--- src/hdl/lbgm_pkg.sv ---
// Shared types and constants of the bar-graph level meter
package lbgm_pkg;

   localparam int OFFSET_W  = 12;
   localparam int SCALE_W   = 23;
   localparam int LEVEL_W   = 15;
   localparam int BAR_N     = 5;
   localparam int CSR_IDX_W = 1;
   localparam int CSR_DATA_W = SCALE_W;

   localparam logic [CSR_IDX_W-1:0] CSR_SAMPLE_OFFSET = 1'b0;
   localparam logic [CSR_IDX_W-1:0] CSR_SCALE_Q16     = 1'b1;

   localparam logic [OFFSET_W-1:0] OFFSET_RESET = 12'd1840;
   localparam logic [SCALE_W-1:0]  SCALE_RESET  = 23'd15984;

   localparam logic [LEVEL_W-1:0] LEVEL_FULL  = 15'd25600;
   localparam logic [LEVEL_W-1:0] BLINK_BELOW = 15'd1280;
   localparam logic [13:0]        AVG_WEIGHT  = 14'd13107;
   localparam int                 ROUND_HALF  = 32768;

   localparam logic [LEVEL_W-1:0] BAR_LEVEL [BAR_N] =
      '{15'd2560, 15'd5120, 15'd10240, 15'd15360, 15'd20480};

   typedef enum logic [2:0] {
      ST_IDLE,
      ST_DIFF,
      ST_SCALE,
      ST_CLAMP,
      ST_MAG,
      ST_WEIGHT,
      ST_UPDATE,
      ST_FINISH
   } state_type;

   typedef struct packed {
      logic take_sample;
      logic calc_diff;
      logic mul_level;
      logic clamp;
      logic calc_mag;
      logic mul_weight;
      logic update;
      logic commit;
   } ctrl_type;

   typedef struct packed {
      logic out_free;
   } stat_type;

endpackage

--- src/hdl/lbgm_if.sv ---
// Request and response channel interfaces of the level meter
interface lbgm_req_if #(parameter int SAMPLE_BITS = 12) ();
   logic                   valid;
   logic                   ready;
   logic [SAMPLE_BITS-1:0] sample;

   modport source (output valid, output sample, input ready);
   modport sink   (input valid, input sample, output ready);
endinterface

interface lbgm_rsp_if ();
   logic        valid;
   logic        ready;
   logic [14:0] level_percent;
   logic [14:0] average_percent;
   logic [4:0]  bar_lit;
   logic        status_lit;

   modport source (output valid, output level_percent, output average_percent,
                   output bar_lit, output status_lit, input ready);
   modport sink   (input valid, input level_percent, input average_percent,
                   input bar_lit, input status_lit, output ready);
endinterface

--- src/hdl/lbgm_mul.sv ---
// Shared unsigned multiplier with registered product
module lbgm_mul #(
   parameter int A_W = 15,
   parameter int B_W = 23
) (
   input  logic             clock,
   input  logic             load,
   input  logic [A_W-1:0]   a,
   input  logic [B_W-1:0]   b,
   output logic [A_W+B_W-1:0] product_ff
);

   logic [A_W+B_W-1:0] product_in;

   assign product_in = (A_W+B_W)'(a) * (A_W+B_W)'(b);

   always_ff @(posedge clock) begin
      if (load) begin
         product_ff <= product_in;
      end
   end

endmodule

--- src/hdl/lbgm_ctrl.sv ---
// Sequencer stepping one sample through the shared multiplier
module lbgm_ctrl (
   input  logic               clock,
   input  logic               reset,
   input  logic               req_valid,
   output logic               req_ready,
   input  lbgm_pkg::stat_type stat,
   output lbgm_pkg::ctrl_type ctl
);

   lbgm_pkg::state_type state_ff, state_in;

   always_ff @(posedge clock) begin
      if (reset) begin
         state_ff <= lbgm_pkg::ST_IDLE;
      end else begin
         state_ff <= state_in;
      end
   end

   always_comb begin
      state_in = state_ff;
      case (state_ff)
         lbgm_pkg::ST_IDLE: begin
            if (req_valid) begin
               state_in = lbgm_pkg::ST_DIFF;
            end
         end
         lbgm_pkg::ST_DIFF:   state_in = lbgm_pkg::ST_SCALE;
         lbgm_pkg::ST_SCALE:  state_in = lbgm_pkg::ST_CLAMP;
         lbgm_pkg::ST_CLAMP:  state_in = lbgm_pkg::ST_MAG;
         lbgm_pkg::ST_MAG:    state_in = lbgm_pkg::ST_WEIGHT;
         lbgm_pkg::ST_WEIGHT: state_in = lbgm_pkg::ST_UPDATE;
         lbgm_pkg::ST_UPDATE: state_in = lbgm_pkg::ST_FINISH;
         lbgm_pkg::ST_FINISH: begin
            if (stat.out_free) begin
               state_in = lbgm_pkg::ST_IDLE;
            end
         end
         default: state_in = lbgm_pkg::ST_IDLE;
      endcase
   end

   always_comb begin
      req_ready = 1'b0;
      ctl       = '0;
      case (state_ff)
         lbgm_pkg::ST_IDLE: begin
            req_ready       = 1'b1;
            ctl.take_sample = req_valid;
         end
         lbgm_pkg::ST_DIFF:   ctl.calc_diff  = 1'b1;
         lbgm_pkg::ST_SCALE:  ctl.mul_level  = 1'b1;
         lbgm_pkg::ST_CLAMP:  ctl.clamp      = 1'b1;
         lbgm_pkg::ST_MAG:    ctl.calc_mag   = 1'b1;
         lbgm_pkg::ST_WEIGHT: ctl.mul_weight = 1'b1;
         lbgm_pkg::ST_UPDATE: ctl.update     = 1'b1;
         lbgm_pkg::ST_FINISH: ctl.commit     = stat.out_free;
         default: ctl = '0;
      endcase
   end

endmodule

--- src/hdl/lbgm_dpath.sv ---
// Level meter datapath: config, scaling, averaging and output register
module lbgm_dpath #(
   parameter int SAMPLE_BITS = 12
) (
   input  logic                                  clock,
   input  logic                                  reset,
   input  logic [SAMPLE_BITS-1:0]                req_sample,
   input  logic                                  csr_wen,
   input  logic [lbgm_pkg::CSR_IDX_W-1:0]        csr_index,
   input  logic [lbgm_pkg::CSR_DATA_W-1:0]       csr_wdata,
   input  lbgm_pkg::ctrl_type                    ctl,
   output lbgm_pkg::stat_type                    stat,
   lbgm_rsp_if.source                            rsp
);

   localparam int DIFF_W  = ((SAMPLE_BITS > lbgm_pkg::OFFSET_W) ?
                             SAMPLE_BITS : lbgm_pkg::OFFSET_W) + 1;
   localparam int MUL_A_W = (SAMPLE_BITS > lbgm_pkg::LEVEL_W) ?
                            SAMPLE_BITS : lbgm_pkg::LEVEL_W;
   localparam int PROD_W  = MUL_A_W + lbgm_pkg::SCALE_W;
   localparam int LW      = lbgm_pkg::LEVEL_W;

   logic [lbgm_pkg::OFFSET_W-1:0] offset_ff;
   logic [lbgm_pkg::SCALE_W-1:0]  scale_ff;
   logic [SAMPLE_BITS-1:0]        sample_ff;
   logic [SAMPLE_BITS-1:0]        diff_ff;
   logic                          pos_ff;
   logic [LW-1:0]                 level_ff, level_in;
   logic [LW-1:0]                 mag_ff;
   logic                          down_ff;
   logic [LW-1:0]                 average_ff, average_in;
   logic                          avg_valid_ff;
   logic                          status_off_ff, status_off_in;
   logic                          rsp_valid_ff;
   logic [LW-1:0]                 rsp_level_ff, rsp_average_ff;
   logic [lbgm_pkg::BAR_N-1:0]    rsp_bar_ff, bar_in;
   logic                          rsp_status_ff;

   logic [DIFF_W-1:0]              diff_full;
   logic [MUL_A_W-1:0]             mul_a;
   logic [lbgm_pkg::SCALE_W-1:0]   mul_b;
   logic [PROD_W-1:0]              product;
   logic [PROD_W-9:0]              scaled;
   logic [PROD_W-1:0]              rounded;
   logic [LW-1:0]                  corr;

   // configuration writes
   always_ff @(posedge clock) begin
      if (reset) begin
         offset_ff <= lbgm_pkg::OFFSET_RESET;
         scale_ff  <= lbgm_pkg::SCALE_RESET;
      end else if (csr_wen) begin
         if (csr_index == lbgm_pkg::CSR_SAMPLE_OFFSET) begin
            offset_ff <= csr_wdata[lbgm_pkg::OFFSET_W-1:0];
         end
         if (csr_index == lbgm_pkg::CSR_SCALE_Q16) begin
            scale_ff <= csr_wdata[lbgm_pkg::SCALE_W-1:0];
         end
      end
   end

   assign diff_full = DIFF_W'(sample_ff) - DIFF_W'(offset_ff);

   // multiplier serves the scaling first, then the average weight
   assign mul_a = ctl.mul_weight ? MUL_A_W'(mag_ff) : MUL_A_W'(diff_ff);
   assign mul_b = ctl.mul_weight ? lbgm_pkg::SCALE_W'(lbgm_pkg::AVG_WEIGHT) : scale_ff;

   lbgm_mul #(
      .A_W (MUL_A_W),
      .B_W (lbgm_pkg::SCALE_W)
   ) u_mul (
      .clock      (clock),
      .load       (ctl.mul_level | ctl.mul_weight),
      .a          (mul_a),
      .b          (mul_b),
      .product_ff (product)
   );

   assign scaled = product[PROD_W-1:8];

   always_comb begin
      if (!pos_ff) begin
         level_in = '0;
      end else if (scaled > (PROD_W-8)'(lbgm_pkg::LEVEL_FULL)) begin
         level_in = lbgm_pkg::LEVEL_FULL;
      end else begin
         level_in = scaled[LW-1:0];
      end
   end

   // correction fits in 15 bits: weighted magnitude stays below 2^29
   assign rounded = product + PROD_W'(lbgm_pkg::ROUND_HALF);
   assign corr    = rounded[LW+15:16];

   always_comb begin
      if (!avg_valid_ff) begin
         average_in = level_ff;
      end else if (down_ff) begin
         average_in = average_ff - corr;
      end else begin
         average_in = average_ff + corr;
      end
   end

   assign status_off_in = (average_ff < lbgm_pkg::BLINK_BELOW) ? !status_off_ff : 1'b0;

   always_comb begin
      for (int i = 0; i < lbgm_pkg::BAR_N; i++) begin
         bar_in[i] = average_ff > lbgm_pkg::BAR_LEVEL[i];
      end
   end

   always_ff @(posedge clock) begin
      if (ctl.take_sample) begin
         sample_ff <= req_sample;
      end
      if (ctl.calc_diff) begin
         diff_ff <= diff_full[SAMPLE_BITS-1:0];
         pos_ff  <= !diff_full[DIFF_W-1] && (diff_full != '0);
      end
      if (ctl.clamp) begin
         level_ff <= level_in;
      end
      if (ctl.calc_mag) begin
         down_ff <= average_ff >= level_ff;
         mag_ff  <= (average_ff >= level_ff) ? average_ff - level_ff
                                             : level_ff - average_ff;
      end
      if (ctl.commit) begin
         rsp_level_ff   <= level_ff;
         rsp_average_ff <= average_ff;
         rsp_bar_ff     <= bar_in;
         rsp_status_ff  <= !status_off_in;
      end
   end

   always_ff @(posedge clock) begin
      if (reset) begin
         average_ff    <= '0;
         avg_valid_ff  <= 1'b0;
         status_off_ff <= 1'b0;
         rsp_valid_ff  <= 1'b0;
      end else begin
         if (ctl.update) begin
            average_ff   <= average_in;
            avg_valid_ff <= 1'b1;
         end
         if (ctl.commit) begin
            status_off_ff <= status_off_in;
            rsp_valid_ff  <= 1'b1;
         end else if (rsp.ready) begin
            rsp_valid_ff <= 1'b0;
         end
      end
   end

   assign stat.out_free = !rsp_valid_ff || rsp.ready;

   assign rsp.valid           = rsp_valid_ff;
   assign rsp.level_percent   = rsp_level_ff;
   assign rsp.average_percent = rsp_average_ff;
   assign rsp.bar_lit         = rsp_bar_ff;
   assign rsp.status_lit      = rsp_status_ff;

endmodule

--- src/hdl/level_bar_graph_meter_unit.sv ---
// Top level of the bar-graph level meter with exponential average
// Each request carries one raw sensor sample and yields one response holding the
// clamped Q7.8 level, the updated average, the five bar segments and the status
// light. Seven sequencer steps follow a sample's accept before the next request
// is taken, because a single multiplier is used twice per sample, once for offset
// scaling and once for the averaging weight.
// The response sits in an output register; if it has not been taken when the
// next one is ready, the sequencer holds in its last step until it is.
// Configuration writes are taken at any time but should only be made while idle.
module level_bar_graph_meter_unit #(
   parameter int SAMPLE_BITS = 12
) (
   input  logic                            clock,
   input  logic                            reset,
   lbgm_req_if.sink                        req,
   lbgm_rsp_if.source                      rsp,
   input  logic                            csr_wen,
   input  logic [lbgm_pkg::CSR_IDX_W-1:0]  csr_index,
   input  logic [lbgm_pkg::CSR_DATA_W-1:0] csr_wdata
);

   lbgm_pkg::ctrl_type ctl;
   lbgm_pkg::stat_type stat;
   logic               ready;

   assign req.ready = ready;

   lbgm_ctrl u_ctrl (
      .clock     (clock),
      .reset     (reset),
      .req_valid (req.valid),
      .req_ready (ready),
      .stat      (stat),
      .ctl       (ctl)
   );

   lbgm_dpath #(
      .SAMPLE_BITS (SAMPLE_BITS)
   ) u_dpath (
      .clock      (clock),
      .reset      (reset),
      .req_sample (req.sample),
      .csr_wen    (csr_wen),
      .csr_index  (csr_index),
      .csr_wdata  (csr_wdata),
      .ctl        (ctl),
      .stat       (stat),
      .rsp        (rsp)
   );

endmodule

--- src/flat_wrapper.sv ---
// flat-port wrapper written by rule: the top's interface ports become plain ports
module level_bar_graph_meter_unit_flat 
#(
   parameter int SAMPLE_BITS = 12
)
  (clock, reset, csr_wen, csr_index, csr_wdata, req_valid, req_sample, req_ready, rsp_valid, rsp_level_percent, rsp_average_percent, rsp_bar_lit, rsp_status_lit, rsp_ready);
  lbgm_req_if #(.SAMPLE_BITS(SAMPLE_BITS)) req_i ();
  lbgm_rsp_if rsp_i ();
  input  logic clock;
  input  logic reset;
  input  logic csr_wen;
  input  logic [lbgm_pkg::CSR_IDX_W-1:0] csr_index;
  input  logic [lbgm_pkg::CSR_DATA_W-1:0] csr_wdata;
  input wire logic [$bits(req_i.valid)-1:0] req_valid;
  input wire logic [$bits(req_i.sample)-1:0] req_sample;
  output wire logic [$bits(req_i.ready)-1:0] req_ready;
  output wire logic [$bits(rsp_i.valid)-1:0] rsp_valid;
  output wire logic [$bits(rsp_i.level_percent)-1:0] rsp_level_percent;
  output wire logic [$bits(rsp_i.average_percent)-1:0] rsp_average_percent;
  output wire logic [$bits(rsp_i.bar_lit)-1:0] rsp_bar_lit;
  output wire logic [$bits(rsp_i.status_lit)-1:0] rsp_status_lit;
  input wire logic [$bits(rsp_i.ready)-1:0] rsp_ready;
  assign req_i.valid = req_valid;
  assign req_i.sample = req_sample;
  assign req_ready = req_i.ready;
  assign rsp_valid = rsp_i.valid;
  assign rsp_level_percent = rsp_i.level_percent;
  assign rsp_average_percent = rsp_i.average_percent;
  assign rsp_bar_lit = rsp_i.bar_lit;
  assign rsp_status_lit = rsp_i.status_lit;
  assign rsp_i.ready = rsp_ready;
  level_bar_graph_meter_unit #(.SAMPLE_BITS(SAMPLE_BITS)) u_core (.clock(clock), .reset(reset), .req(req_i), .rsp(rsp_i), .csr_wen(csr_wen), .csr_index(csr_index), .csr_wdata(csr_wdata));
endmodule
--- config.mk ---
export PLATFORM = sky130hd
export DESIGN_NAME = level_bar_graph_meter_unit_flat
export DESIGN_NICKNAME = d
export VERILOG_FILES = /design/src/hdl/lbgm_pkg.sv /design/src/hdl/lbgm_if.sv /design/src/hdl/lbgm_mul.sv /design/src/hdl/lbgm_ctrl.sv /design/src/hdl/lbgm_dpath.sv /design/src/hdl/level_bar_graph_meter_unit.sv /design/src/flat_wrapper.sv
export SDC_FILE = /design/constraint.sdc
export NUM_CORES = 1
export LEC_CHECK = 0
export ABC_AREA = 1
export BUFFER_PORTS_ARGS = -buffer_cell sky130_fd_sc_hd__clkbuf_2
export CAP_MARGIN = 10
export CORE_ASPECT_RATIO = 1.4
export CORE_MARGIN = 2
export CORE_UTILIZATION = 40
export DETAILED_ROUTE_END_ITERATION = 12
export PLACE_DENSITY = 0.58
export SKIP_LAST_GASP = 1
export SLEW_MARGIN = 0
export SYNTH_ARGS = -nofsm -noshare
export SYNTH_HDL_FRONTEND = slang
export SYNTH_SLANG_ARGS = --single-unit
--- constraint.sdc ---
create_clock -name clock -period 8.2 [get_ports clock]
set_input_delay 2.05 -clock clock [delete_from_list [all_inputs] [get_ports clock]]
set_output_delay 2.05 -clock clock [all_outputs]
set_load 0.01 [all_outputs]
==> flow_metrics.env <==
export IMPL_arrival_ps=7910
export IMPL_coreArea_um2=50250
export IMPL_synth_edff_count=122
export IMPL_drtIter0Drc=930
export IMPL_worstPathRequired_ps=8420
export IMPL_critPathTopFamily="adder cells"
export IMPL_period_share_pct=93.78
export IMPL_worstHoldStart="u_core.u_dpath.offset_ff[11]"
export IMPL_max_cap_violations=0
export IMPL_path_common_cell="fa_1"
export IMPL_cts_buffers=17
export IMPL_ctsResizeCount=0
export IMPL_timing_fmax_mhz=130.0
export IMPL_outcome="complete, no violations"
export IMPL_crit_path_end_kind="flip-flop"
export IMPL_cts_buffer_depth=2
export IMPL_grt_use_total_pct=24.38
export IMPL_post_cts_buffers=0
export IMPL_startpoint="u_core.u_ctrl.state_ff[2]"
export IMPL_synth_yosys_seq_area_share_pct=23.48
export IMPL_yosysWarnings=0
export IMPL_rows=97
export IMPL_synth_top_cell_by_area="fa_1"
export IMPL_crit_chain="nand3_2, buf_4, o21ai_0, inv_1, nand2_1, fa_1, inv_1, fa_1, fa_1, fa_1, fa_1, inv_1, fa_1, inv_1, ha_1, nand2_1, nor2_1, inv_1, nor2_1, nand3_1, o21ai_1, a21oi_1, xnor2_1"
export IMPL_dp_cells=3181
export IMPL_worstHoldPathType="reg -> reg"
export IMPL_max_slew_margin_pct=35.81
export IMPL_via_per_inst=5.106
export IMPL_synth_async_reset_ratio_pct=0
export IMPL_syn2layout_area_growth_pct=9.628
export IMPL_rsz0062_at_grt="false"
export IMPL_finalCriticalPeriod_ps=7690
export IMPL_synth_ff_type="edfxtp_1"
export IMPL_root_buffer="clkbuf_16"
export IMPL_drc=0
export IMPL_initial_core_util_pct=40.55
export IMPL_via_count=16410
export IMPL_setup_viol=0
export IMPL_holdWs_ps=461.6
export IMPL_multi_input_area_um2=13630
export IMPL_mappedNetlistArea_um2=20380
export IMPL_cts_htree_levels=4
export IMPL_crit_fanout=21
export IMPL_synth_top_cell_area_share_pct=26.92
export IMPL_finClkSkew_ps=19.42
export IMPL_routed_wl_mm=61.86
export IMPL_grt_antenna_before_repair=0
export IMPL_ios=79
export IMPL_gp_congestion=0.9685
export IMPL_worstReg2RegStart="u_core.u_ctrl.state_ff[2]"
export IMPL_final_antenna_net_count=0
export IMPL_diodes=0
export IMPL_die_y_um=271.1
export IMPL_pre_cts_slack_ps=581.5
export IMPL_synth_common_cells="inv_1 (513), nand2_1 (451), nor2_1 (279), fa_1 (274), ha_1 (156)"
export IMPL_hpwl_mm=53.09
export IMPL_seqCellArea_um2=4785
export IMPL_clk_latency_ps=470
export IMPL_start_kind="flip-flop"
export IMPL_finalWorstSetupSlack_ps=510.1
export IMPL_synth_cell_types=55
export IMPL_die_w_um=194.8
export IMPL_grt_start_max_net_pins=40
export IMPL_wl_per_cell_um=19.25
export IMPL_numPortBuffers=78
export IMPL_grt_pass1_wl_mm=97.37
export IMPL_final_setup_tns_ps=0
export IMPL_critical_path_class="reg -> reg"
export IMPL_fin_nets=3028
export IMPL_cp_slowest_cell="o21ai_0"
export IMPL_grt_pass1_vias=17610
export IMPL_firstDrtPassIters=6
export IMPL_synth_seq_cells=178
export IMPL_die_area_um2=52790
export IMPL_synth_area_leaders="fa_1 (27%), edfxtp_1 (18%), ha_1 (9.6%)"
export IMPL_overflow=0
export IMPL_cts_sink_count=178
export IMPL_drive_gt1_share_pct=6.848
export IMPL_path_clk_slew_ps=70
export IMPL_max_stage_delay_ps=750
export IMPL_path_buf_inv=6
export IMPL_n_fill_cell=5122
export IMPL_synth_cells=2437
export IMPL_cts_tree="built"
export IMPL_slew_viol_final=0
export IMPL_syn_area_per_cell_um2=8.362
export IMPL_hold_buffers=0
export IMPL_hold_viol=0
export IMPL_tightest_slew_ps=952.7
export IMPL_stdcell_count=3213
export IMPL_yosysMostFrequentCell="inv_1"
-- tightest hold or removal path, delay by kind of cell, from the launching register on --
| kind | cells | cell delay [ps] |
|---|---|---|
| DFF | 1 | 300 |
| buffers and inverters | 1 | 60 |
| AOI/OAI and AO/OA | 1 | 60 |
-- cell type report --
class / count / area share, %
Clock buffer: 17 / 1.904
Clock inverter: 15 / 0.8009
Inverter: 523 / 8.805
Multi-Input combinational cell: 1738 / 61.02
Sequential cell: 178 / 21.42
Tap cell: 643 / 3.601
Timing Repair Buffer: 99 / 2.453
-- sequential cells by signal (all words and copies together), names as in the netlist, 3 cells and up --
| signal | cells |
|---|---|
| u_core.u_dpath.u_mul.product_ff | 30 |
| u_core.u_dpath.sample_ff | 12 |
| u_core.u_dpath.offset_ff | 12 |
| u_core.u_dpath.scale_ff | 23 |
| u_core.u_ctrl.state_ff | 3 |
| u_core.u_dpath.level_ff | 15 |
| u_core.u_dpath.diff_ff | 12 |
| u_core.u_dpath.mag_ff | 15 |
| u_core.u_dpath.rsp.level_percent | 15 |
| u_core.u_dpath.average_ff | 15 |
| u_core.u_dpath.rsp.average_percent | 15 |
| u_core.u_dpath.rsp.bar_lit | 5 |
-- kinds of logic (layout without fill, tap and decap cells) --
group	count (synthesis)	count (layout)	synth area share [%]
AND/OR/NAND/NOR	871	871	17.48
buffers and inverters	564	654	10.49
adder cells (fa/ha/maj)	430	430	36.50
AO/OA/AOI/OAI	318	318	8.836
flip-flops	178	178	23.48
XOR/XNOR	73	73	3.138
other	2	45	0.03686
multiplexers	1	1	0.04912
-- cell usage in the layout (no fill, tap or decap), types with 8 or more instances in the layout --
cell       instances
clkbuf_16         17
edfxtp_1         122
nand4_1           19
nor4_1             8
o21ai_0          102
clkbuf_2          78
buf_4             21
a21oi_1          135
a31oi_1           16
nor3_1            13
nor2_1           279
ha_1             156
fa_1             274
conb_1            45
xnor2_1           24
xor2_1            49
inv_1            513
nand2_2           12
nand3_1           67
nand2_1          451
dfxtp_1           56
o211ai_1          17
-- metal layers --
metal	GRT usage (%)	wire length [µm]	vias to the layer above	share of wire (%)
met1	25.54	22760	8016	37
li1	-	-	7789	-
met5	0	0	-	0
met3	2.418	1846	164	3.0
met2	47.24	33620	437	54
met4	13.48	3630	0	5.9
-- path summary, 6_finish.rpt --
path	to	cells after the start	slack (ps)
hold / removal	u_core.u_dpath.offset_ff[11]	2	460
setup / recovery	u_core.u_dpath.u_mul.product_ff[28]	23	510
setup reg to reg	u_core.u_dpath.u_mul.product_ff[28]	23	510
hold reg to reg	u_core.u_dpath.offset_ff[11]	2	460
-- metrics by stage --
step / instance area [µm²] / utilization [%]
after floorplan: 20540 / -
after global placement: 21730 / 43.26
after detailed placement: 21730 / 43.26
after CTS: 22340 / 44.46
after global routing: 22340 / 44.46
final: 22340 / 44.46
Power is not shown: default switching activity piles up to over one toggle a cycle in this logic, so the estimate is an artifact.
